**src/pfx_pkg.sv**
```systemverilog
`timescale 1ns / 1ps

package pfx_pkg;

    localparam int DATA_W = 16;
    localparam int SYM_W  = 8;
    localparam int STAT_W = 2;

    typedef logic [DATA_W-1:0] word_t;
    typedef logic [STAT_W-1:0] status_t;

    localparam status_t ST_OK        = 2'd0;
    localparam status_t ST_UNDERFLOW = 2'd1;
    localparam status_t ST_DIV_ZERO  = 2'd2;
    localparam status_t ST_OVERFLOW  = 2'd3;

    localparam logic [SYM_W-1:0] CH_PLUS  = 8'h2B;
    localparam logic [SYM_W-1:0] CH_MINUS = 8'h2D;
    localparam logic [SYM_W-1:0] CH_MUL   = 8'h2A;
    localparam logic [SYM_W-1:0] CH_DIV   = 8'h2F;
    localparam logic [SYM_W-1:0] CH_ZERO  = 8'h30;
    localparam logic [SYM_W-1:0] CH_NINE  = 8'h39;

    // keep only the first error of an expression
    function automatic status_t note_error(status_t cur, status_t code);
        note_error = (cur == ST_OK) ? code : cur;
    endfunction

endpackage

```
**src/pfx_if.sv**
```systemverilog
`timescale 1ns / 1ps

interface pfx_in_if;
    import pfx_pkg::*;
    logic              valid;
    logic              ready;
    logic [SYM_W-1:0]  symbol;
    logic              end_of_expression;

    modport source (output valid, symbol, end_of_expression, input ready);
    modport sink   (input valid, symbol, end_of_expression, output ready);
endinterface

interface pfx_out_if;
    import pfx_pkg::*;
    logic                     valid;
    logic                     ready;
    logic signed [DATA_W-1:0] value;
    logic [STAT_W-1:0]        status;

    modport source (output valid, value, status, input ready);
    modport sink   (input valid, value, status, output ready);
endinterface

```
**src/pfx_divider.sv**
```systemverilog
`timescale 1ns / 1ps

module pfx_divider
    import pfx_pkg::*;
(
    input  logic  clk,
    input  logic  rst_n,
    input  logic  start,
    input  word_t dividend,
    input  word_t divisor,
    output logic  busy,
    output logic  done,
    output word_t quotient
);

    localparam int IW = $clog2(DATA_W);

    logic          busy_reg, busy_next;
    logic          done_reg, done_next;
    logic [IW-1:0] iter_reg, iter_next;
    word_t         rem_reg, rem_next;
    word_t         quo_reg, quo_next;
    word_t         dvs_reg, dvs_next;
    logic [DATA_W:0] rem_shift;
    logic [DATA_W:0] diff;

    // restoring division, one quotient bit per cycle
    always_comb
    begin
        rem_shift = {rem_reg, quo_reg[DATA_W-1]};
        diff      = rem_shift - {1'b0, dvs_reg};
        busy_next = busy_reg;
        done_next = 1'b0;
        iter_next = iter_reg;
        rem_next  = rem_reg;
        quo_next  = quo_reg;
        dvs_next  = dvs_reg;
        if (start)
        begin
            busy_next = 1'b1;
            iter_next = IW'(DATA_W - 1);
            rem_next  = '0;
            quo_next  = dividend;
            dvs_next  = divisor;
        end
        else if (busy_reg)
        begin
            if (!diff[DATA_W])
            begin
                rem_next = diff[DATA_W-1:0];
                quo_next = {quo_reg[DATA_W-2:0], 1'b1};
            end
            else
            begin
                rem_next = rem_shift[DATA_W-1:0];
                quo_next = {quo_reg[DATA_W-2:0], 1'b0};
            end
            iter_next = iter_reg - 1'b1;
            if (iter_reg == '0)
            begin
                busy_next = 1'b0;
                done_next = 1'b1;
            end
        end
    end

    always_ff @(posedge clk or negedge rst_n)
    begin
        if (!rst_n)
        begin
            busy_reg <= 1'b0;
            done_reg <= 1'b0;
            iter_reg <= '0;
        end
        else
        begin
            busy_reg <= busy_next;
            done_reg <= done_next;
            iter_reg <= iter_next;
        end
    end

    always_ff @(posedge clk)
    begin
        rem_reg <= rem_next;
        quo_reg <= quo_next;
        dvs_reg <= dvs_next;
    end

    assign busy     = busy_reg;
    assign done     = done_reg;
    assign quotient = quo_reg;

endmodule

```
**src/pfx_stack.sv**
```systemverilog
`timescale 1ns / 1ps

module pfx_stack
    import pfx_pkg::*;
#(
    parameter int DEPTH = 16
)
(
    input  logic                     clk,
    input  logic                     wr_en,
    input  logic [$clog2(DEPTH)-1:0] wr_addr,
    input  word_t                    wr_data,
    input  logic                     rd_en,
    input  logic [$clog2(DEPTH)-1:0] rd_addr,
    output word_t                    rd_data
);

    word_t mem [DEPTH];
    word_t rd_data_reg;

    always_ff @(posedge clk)
    begin
        if (wr_en)
        begin
            mem[wr_addr] <= wr_data;
        end
        if (rd_en)
        begin
            rd_data_reg <= mem[rd_addr];
        end
    end

    assign rd_data = rd_data_reg;

endmodule

```
**src/postfix_expression_evaluator_core.sv**
```systemverilog
`timescale 1ns / 1ps
// Channel  Dir  Interface   Payload
// expr     in   pfx_in_if   symbol[7:0], end_of_expression
// result   out  pfx_out_if  value[15:0] signed, status[1:0]
//
// Digit: IDLE, then PUSH. Operator: IDLE, POP_R, POP_L, EXEC, PUSH. '/' with non-zero divisor
// also waits in DIV for the 16-step divider. Last item adds TOP, the top read, and EMIT.
// Stack pops and the top read go through the single registered read port.
// rst_n clears the sequencer, stack count, error and output valid; stack contents are not reset.
// A finished result waits in the output register; only the next emit stalls on it.

module postfix_expression_evaluator_core
    import pfx_pkg::*;
#(
    parameter int STACK_DEPTH = 16
)
(
    input  logic             clk,
    input  logic             rst_n,
    pfx_in_if.sink           expr,
    pfx_out_if.source        result
);

    localparam int AW = $clog2(STACK_DEPTH);
    localparam int CW = $clog2(STACK_DEPTH + 1);

    typedef enum logic [7:0] {
        S_IDLE  = 8'b0000_0001,
        S_POP_R = 8'b0000_0010,
        S_POP_L = 8'b0000_0100,
        S_EXEC  = 8'b0000_1000,
        S_DIV   = 8'b0001_0000,
        S_PUSH  = 8'b0010_0000,
        S_TOP   = 8'b0100_0000,
        S_EMIT  = 8'b1000_0000
    } state_t;

    state_t           state_reg, state_next;
    logic [SYM_W-1:0] sym_reg, sym_next;
    logic             last_reg, last_next;
    logic [CW-1:0]    cnt_reg, cnt_next;
    status_t          err_reg, err_next;
    logic             rd_ok_reg, rd_ok_next;
    word_t            right_reg, right_next;
    word_t            push_reg, push_next;
    logic             neg_reg, neg_next;
    logic             out_valid_reg, out_valid_next;
    word_t            out_value_reg, out_value_next;
    status_t          out_status_reg, out_status_next;

    logic [CW-1:0]    cnt_m1;
    logic             emit_fire;
    word_t            left;
    word_t            l_mag, r_mag;
    word_t            prod;

    logic             wr_en, rd_en;
    logic [AW-1:0]    wr_addr, rd_addr;
    word_t            rd_data;
    logic             div_start, div_busy, div_done;
    word_t            quotient;

    pfx_stack #(.DEPTH(STACK_DEPTH)) u_stack (
        .clk     (clk),
        .wr_en   (wr_en),
        .wr_addr (wr_addr),
        .wr_data (push_reg),
        .rd_en   (rd_en),
        .rd_addr (rd_addr),
        .rd_data (rd_data)
    );

    pfx_divider u_div (
        .clk      (clk),
        .rst_n    (rst_n),
        .start    (div_start),
        .dividend (l_mag),
        .divisor  (r_mag),
        .busy     (div_busy),
        .done     (div_done),
        .quotient (quotient)
    );

    assign cnt_m1  = cnt_reg - 1'b1;
    assign rd_addr = cnt_m1[AW-1:0];
    assign wr_addr = cnt_reg[AW-1:0];
    assign left    = rd_ok_reg ? rd_data : '0;
    assign l_mag   = left[DATA_W-1] ? word_t'(-left) : left;
    assign r_mag   = right_reg[DATA_W-1] ? word_t'(-right_reg) : right_reg;
    assign prod    = word_t'(left * right_reg);

    always_comb
    begin
        state_next      = state_reg;
        sym_next        = sym_reg;
        last_next       = last_reg;
        cnt_next        = cnt_reg;
        err_next        = err_reg;
        rd_ok_next      = rd_ok_reg;
        right_next      = right_reg;
        push_next       = push_reg;
        neg_next        = neg_reg;
        out_value_next  = out_value_reg;
        out_status_next = out_status_reg;
        out_valid_next  = out_valid_reg && !result.ready;
        wr_en           = 1'b0;
        rd_en           = 1'b0;
        div_start       = 1'b0;
        emit_fire       = 1'b0;

        unique case (state_reg)
            S_IDLE:
            begin
                if (expr.valid)
                begin
                    sym_next  = expr.symbol;
                    last_next = expr.end_of_expression;
                    if (expr.symbol >= CH_ZERO && expr.symbol <= CH_NINE)
                    begin
                        push_next  = word_t'(expr.symbol - CH_ZERO);
                        state_next = S_PUSH;
                    end
                    else
                    begin
                        state_next = S_POP_R;
                    end
                end
            end
            S_POP_R, S_POP_L:
            begin
                if (state_reg == S_POP_L)
                begin
                    right_next = rd_ok_reg ? rd_data : '0;
                end
                if (cnt_reg != '0)
                begin
                    rd_en      = 1'b1;
                    cnt_next   = cnt_m1;
                    rd_ok_next = 1'b1;
                end
                else
                begin
                    rd_ok_next = 1'b0;
                    err_next   = note_error(err_reg, ST_UNDERFLOW);
                end
                state_next = (state_reg == S_POP_R) ? S_POP_L : S_EXEC;
            end
            S_EXEC:
            begin
                state_next = S_PUSH;
                case (sym_reg)
                    CH_PLUS:  push_next = left + right_reg;
                    CH_MINUS: push_next = left - right_reg;
                    CH_MUL:   push_next = prod;
                    CH_DIV:
                    begin
                        if (right_reg == '0)
                        begin
                            push_next = '0;
                            err_next  = note_error(err_reg, ST_DIV_ZERO);
                        end
                        else
                        begin
                            div_start  = 1'b1;
                            neg_next   = left[DATA_W-1] ^ right_reg[DATA_W-1];
                            state_next = S_DIV;
                        end
                    end
                    default:  push_next = '0;
                endcase
            end
            S_DIV:
            begin
                if (div_done)
                begin
                    push_next  = neg_reg ? word_t'(-quotient) : quotient;
                    state_next = S_PUSH;
                end
            end
            S_PUSH:
            begin
                if (cnt_reg == CW'(STACK_DEPTH))
                begin
                    err_next = note_error(err_reg, ST_OVERFLOW);
                end
                else
                begin
                    wr_en    = 1'b1;
                    cnt_next = cnt_reg + 1'b1;
                end
                state_next = last_reg ? S_TOP : S_IDLE;
            end
            S_TOP:
            begin
                if (cnt_reg != '0)
                begin
                    rd_en      = 1'b1;
                    rd_ok_next = 1'b1;
                end
                else
                begin
                    rd_ok_next = 1'b0;
                    err_next   = note_error(err_reg, ST_UNDERFLOW);
                end
                state_next = S_EMIT;
            end
            S_EMIT:
            begin
                if (!out_valid_reg || result.ready)
                begin
                    emit_fire       = 1'b1;
                    out_valid_next  = 1'b1;
                    out_value_next  = rd_ok_reg ? rd_data : '0;
                    out_status_next = err_reg;
                    cnt_next        = '0;
                    err_next        = ST_OK;
                    state_next      = S_IDLE;
                end
            end
            default:
            begin
                state_next = S_IDLE;
            end
        endcase
    end

    always_ff @(posedge clk or negedge rst_n)
    begin
        if (!rst_n)
        begin
            state_reg     <= S_IDLE;
            cnt_reg       <= '0;
            err_reg       <= ST_OK;
            rd_ok_reg     <= 1'b0;
            out_valid_reg <= 1'b0;
        end
        else
        begin
            state_reg     <= state_next;
            cnt_reg       <= cnt_next;
            err_reg       <= err_next;
            rd_ok_reg     <= rd_ok_next;
            out_valid_reg <= out_valid_next;
        end
    end

    always_ff @(posedge clk)
    begin
        sym_reg        <= sym_next;
        last_reg       <= last_next;
        right_reg      <= right_next;
        push_reg       <= push_next;
        neg_reg        <= neg_next;
        out_value_reg  <= out_value_next;
        out_status_reg <= out_status_next;
    end

    assign expr.ready    = (state_reg == S_IDLE);
    assign result.valid  = out_valid_reg;
    assign result.value  = out_value_reg;
    assign result.status = out_status_reg;

`ifndef SYNTHESIS
    a_div_only_in_div_state: assert property (@(posedge clk) disable iff (!rst_n)
        div_busy |-> state_reg == S_DIV)
        else $error("divider busy outside divide state");

    a_count_in_range: assert property (@(posedge clk) disable iff (!rst_n)
        cnt_reg <= CW'(STACK_DEPTH))
        else $error("stack count beyond depth");

    a_clear_after_emit: assert property (@(posedge clk) disable iff (!rst_n)
        emit_fire |=> (cnt_reg == '0 && err_reg == ST_OK && out_valid_reg))
        else $error("stack or error not cleared after result");
`endif

endmodule
```
**src/flat_wrapper.sv**
```systemverilog
// flat-port wrapper written by rule: the top's interface ports become plain ports
module postfix_expression_evaluator_core_flat import pfx_pkg::*;
#(
    parameter int STACK_DEPTH = 16
)
  (clk, rst_n, expr_valid, expr_symbol, expr_end_of_expression, expr_ready, result_valid, result_value, result_status, result_ready);
  pfx_in_if expr_i ();
  pfx_out_if result_i ();
  input  logic clk;
  input  logic rst_n;
  input wire logic [$bits(expr_i.valid)-1:0] expr_valid;
  input wire logic [$bits(expr_i.symbol)-1:0] expr_symbol;
  input wire logic [$bits(expr_i.end_of_expression)-1:0] expr_end_of_expression;
  output wire logic [$bits(expr_i.ready)-1:0] expr_ready;
  output wire logic [$bits(result_i.valid)-1:0] result_valid;
  output wire logic [$bits(result_i.value)-1:0] result_value;
  output wire logic [$bits(result_i.status)-1:0] result_status;
  input wire logic [$bits(result_i.ready)-1:0] result_ready;
  assign expr_i.valid = expr_valid;
  assign expr_i.symbol = expr_symbol;
  assign expr_i.end_of_expression = expr_end_of_expression;
  assign expr_ready = expr_i.ready;
  assign result_valid = result_i.valid;
  assign result_value = result_i.value;
  assign result_status = result_i.status;
  assign result_i.ready = result_ready;
  postfix_expression_evaluator_core #(.STACK_DEPTH(STACK_DEPTH)) u_core (.clk(clk), .rst_n(rst_n), .expr(expr_i), .result(result_i));
endmodule
```
**config.mk**
```make
export PLATFORM = sky130hd
export DESIGN_NAME = postfix_expression_evaluator_core_flat
export DESIGN_NICKNAME = d
export VERILOG_FILES = /design/src/pfx_pkg.sv /design/src/pfx_if.sv /design/src/pfx_divider.sv /design/src/pfx_stack.sv /design/src/postfix_expression_evaluator_core.sv /design/src/flat_wrapper.sv
export SDC_FILE = /design/constraint.sdc
export NUM_CORES = 1
export LEC_CHECK = 0
export ABC_AREA = 1
export BUFFER_PORTS_ARGS = -buffer_cell sky130_fd_sc_hd__clkbuf_2
export CORE_MARGIN = 5
export CORE_UTILIZATION = 55
export CTS_CLUSTER_SIZE = 25
export DETAILED_ROUTE_END_ITERATION = 10
export GPL_TIMING_DRIVEN = 0
export PLACE_DENSITY = 0.74
export SLEW_MARGIN = 40
export SYNTH_ARGS = -nofsm -noshare
export SYNTH_HDL_FRONTEND = slang
export SYNTH_HIERARCHICAL = 1
export SYNTH_SLANG_ARGS = --single-unit
```
**constraint.sdc**
```tcl
create_clock -name clk -period 5.8 [get_ports clk]
set_input_delay 0.58 -clock clk [delete_from_list [all_inputs] [get_ports clk]]
set_output_delay 0.58 -clock clk [all_outputs]
set_load 0.005 [all_outputs]
```
==> metrics.yaml <==
outcome: "complete, but fails checks"
violations: "negative setup slack"
yosysSeqAreaShare_pct: 48.21
syn-cell-area_um2: 24530
r2r_cells: 26
areaGrowthSynthToFinish_pct: 14.23
antenna_cells: 0
crit_slowest_cell: "fa_1"
numPortBuffers: 32
hpwl_um: 50810
nNetsFinal: 3162
clkTransAtPathRegs_ps: 60
synthArstFlopShare_pct: 5.707
postLayoutSetupSlackWorst_ps: -1.514
hold_ws_ps: 193.9
antenna_found_initial: 0
tns_ps: -1.514
holdPathStages: 1
cts_buffers: 42
dieWidth_um: 221.2
critical_path.top_delay_family: "adder cells"
drt_wl_total_um: 70620
rsz0062_at_grt: "true"
syn-num-nets: 3038
path_buf_inv: 9
pin_count: 33
layout-drive-gt1-share_pct: 11.96
place_congestion: 0.9823
die_y_um: 221.2
met2WireLength_um: 34650
ant_nets: 0
pre_cts_slack_ps: -665.0
top_layer: "met4"
cts_sinks: 403
crit_required_ps: 6120
finish.utilization_pct: 63.51
route.detailed.drc: 0
clock_path_buffers: 3
synthFlopType: "edfxtp_1"
criticalPathCategory: "register to register"
die-area_um2: 48930
drt_iter0_markers: 1963
fin_crit_sh_pct: 100.0
h-tree-depth: 2
critPathMaxFanout: 5
skew_ps: 36.66
yosys_register_bits: 403
slowest_delay_ps: 580
fmax_mhz: 172.4
clk_latency_ps: 590
synth_cells: 2853
met3_length_um: 5201
synth.distinct_cells: 64
cp_common_cell: "fa_1"
hold_viol: 0
grt_max_degree: 24
fin_crit_ps: 5802
vias: 19776
cp_num_cells: 26
root_buffer: "clkbuf_16"
largest_reg_flops: 256
grt_pass1_vias: 18986
critical_path_arrival_ps: 6120
synth_edf_count: 364
via_per_inst: 5.489
crit_path_end_kind: "register"
grt_overflow: 0
final_cell_mix: "nand2_1 (813), inv_1 (522), edfxtp_1 (364)"
maxCapViolCount: 0
cts_tree: "yes"
initial_core_util_pct: 55.60
grt_pass1_wl_um: 106100
setup_viol: 1
critPathLaunchType: "register"
tightest_slew_ps: 840.0
dr.pass1.iters: 8
synth_warnings: 6
grt_use_total_pct: 27.82
largest_register: "u_core/u_stack/mem"
final_common_cell: "nand2_1"
met1_length_um: 26910
hold_class: "input port to register"
drt-wirelength-per-cell_um: 19.60
core-area_um2: 44120
max-slew-margin-rel_pct: 44.00
drv_slew: 0
syn_avg_cell_area_um2: 8.599
rows: 77
## worst reg2reg max path, cell delays in order, from the launching register on
cell	delay, ps
dfrtp_2	400
buf_8	160
buf_12	160
buf_4	130
nand2_4	80
inv_4	100
nand2_1	80
fa_1	510
fa_1	500
inv_1	60
fa_2	540
fa_1	460
fa_1	510
inv_1	60
fa_1	580
inv_2	60
ha_4	260
buf_4	140
nand2_1	60
o21a_1	160
nand3_2	110
inv_1	80
nand3_2	80
nand3_2	70
nand2_2	90
nand2_1	60
nand2_1	60
## metal layers
layer  vias up  track usage (%)
li1       9329                -
met1      9327            34.37
met2       906            47.86
met4         0            13.75
met5         -                0
met3       214            4.320
## synth_stat cells (4+ instances only)
cell / instances / area [um^2]
nand2_1: 837 / 3142
inv_1: 538 / 2019
edfxtp_1: 364 / 10930
nand3_1: 289 / 1446
nor2_1: 180 / 675.7
o21ai_0: 104 / 520.5
ha_1: 90 / 1126
fa_1: 82 / 1642
a21oi_1: 59 / 295.3
clkbuf_1: 34 / 127.6
buf_2: 28 / 140.1
xor2_1: 25 / 219.0
dfrtp_1: 22 / 550.5
nor3_1: 18 / 90.09
buf_4: 16 / 120.1
dfxtp_1: 16 / 320.3
nand4_1: 14 / 87.58
or2_2: 13 / 81.33
inv_2: 12 / 45.04
buf_6: 7 / 78.83
nand2_2: 7 / 43.79
xnor2_1: 7 / 61.31
nor2_2: 6 / 37.54
o211ai_1: 6 / 45.04
a31oi_1: 4 / 25.02
buf_1: 4 / 15.01
nand3b_1: 4 / 30.03
nor4_1: 4 / 25.02
o21ai_1: 4 / 20.02
## logic make-up after synthesis
kind of cell / after synthesis / share of synthesized area, %
AO/OA/AOI/OAI: 207 / 4.667
XOR/XNOR: 32 / 1.142
adder cells (fa/ha/maj): 172 / 11.28
buffers and inverters: 644 / 10.54
flip-flops: 403 / 48.21
AND/OR/NAND/NOR: 1395 / 24.15
## repair_timing
item                                   in CTS  in global routing
pin swaps                                  10                 45
resized for setup                          72                 78
setup endpoints to repair                   6                 21
buffers inserted                           20                 19
endpoints found under the hold margin      10                  0
gates cloned                                2                  0
hold buffers                                1                  0
## worst paths after layout
| kind | to | start | slack, ps |
|---|---|---|---|
| setup reg to reg | u_core/push_reg[15] | u_core/rd_ok_reg | -2 |
| setup / recovery | u_core/push_reg[15] | u_core/rd_ok_reg | -2 |
| hold reg to reg | u_core/u_div/rem_reg[3] | u_core/u_div/rem_reg[3] | 480 |
| max in group asynchronous | u_core/rd_ok_reg | rst_n | 4830 |
| hold / removal | u_core/last_reg | expr_end_of_expression | 190 |
| min in group asynchronous | u_core/state_reg[2] | rst_n | 540 |
## metrics by stage
stage          area [um^2]  instances
2_1_floorplan        24530       2853
3_3_place_gp         25430       3477
3_5_place_dp         25620       3483
4_1_cts              27600       3583
5_1_grt              28020       3603
6_report             28020       3603
## area by class of cell
type / instances / area, um^2
Inverter: 554 / 2168
Tap cell: 592 / 740.7
Clock inverter: 22 / 285.3
Multi-Input combinational cell: 1806 / 10660
Timing Repair Buffer: 81 / 613.1
Sequential cell: 403 / 11830
Fill cell: 3716 / 16100
Buffer: 89 / 574.3
Clock buffer: 56 / 1155
Power is not shown: default switching activity piles up to over one toggle a cycle in this logic, so the estimate is an artifact.
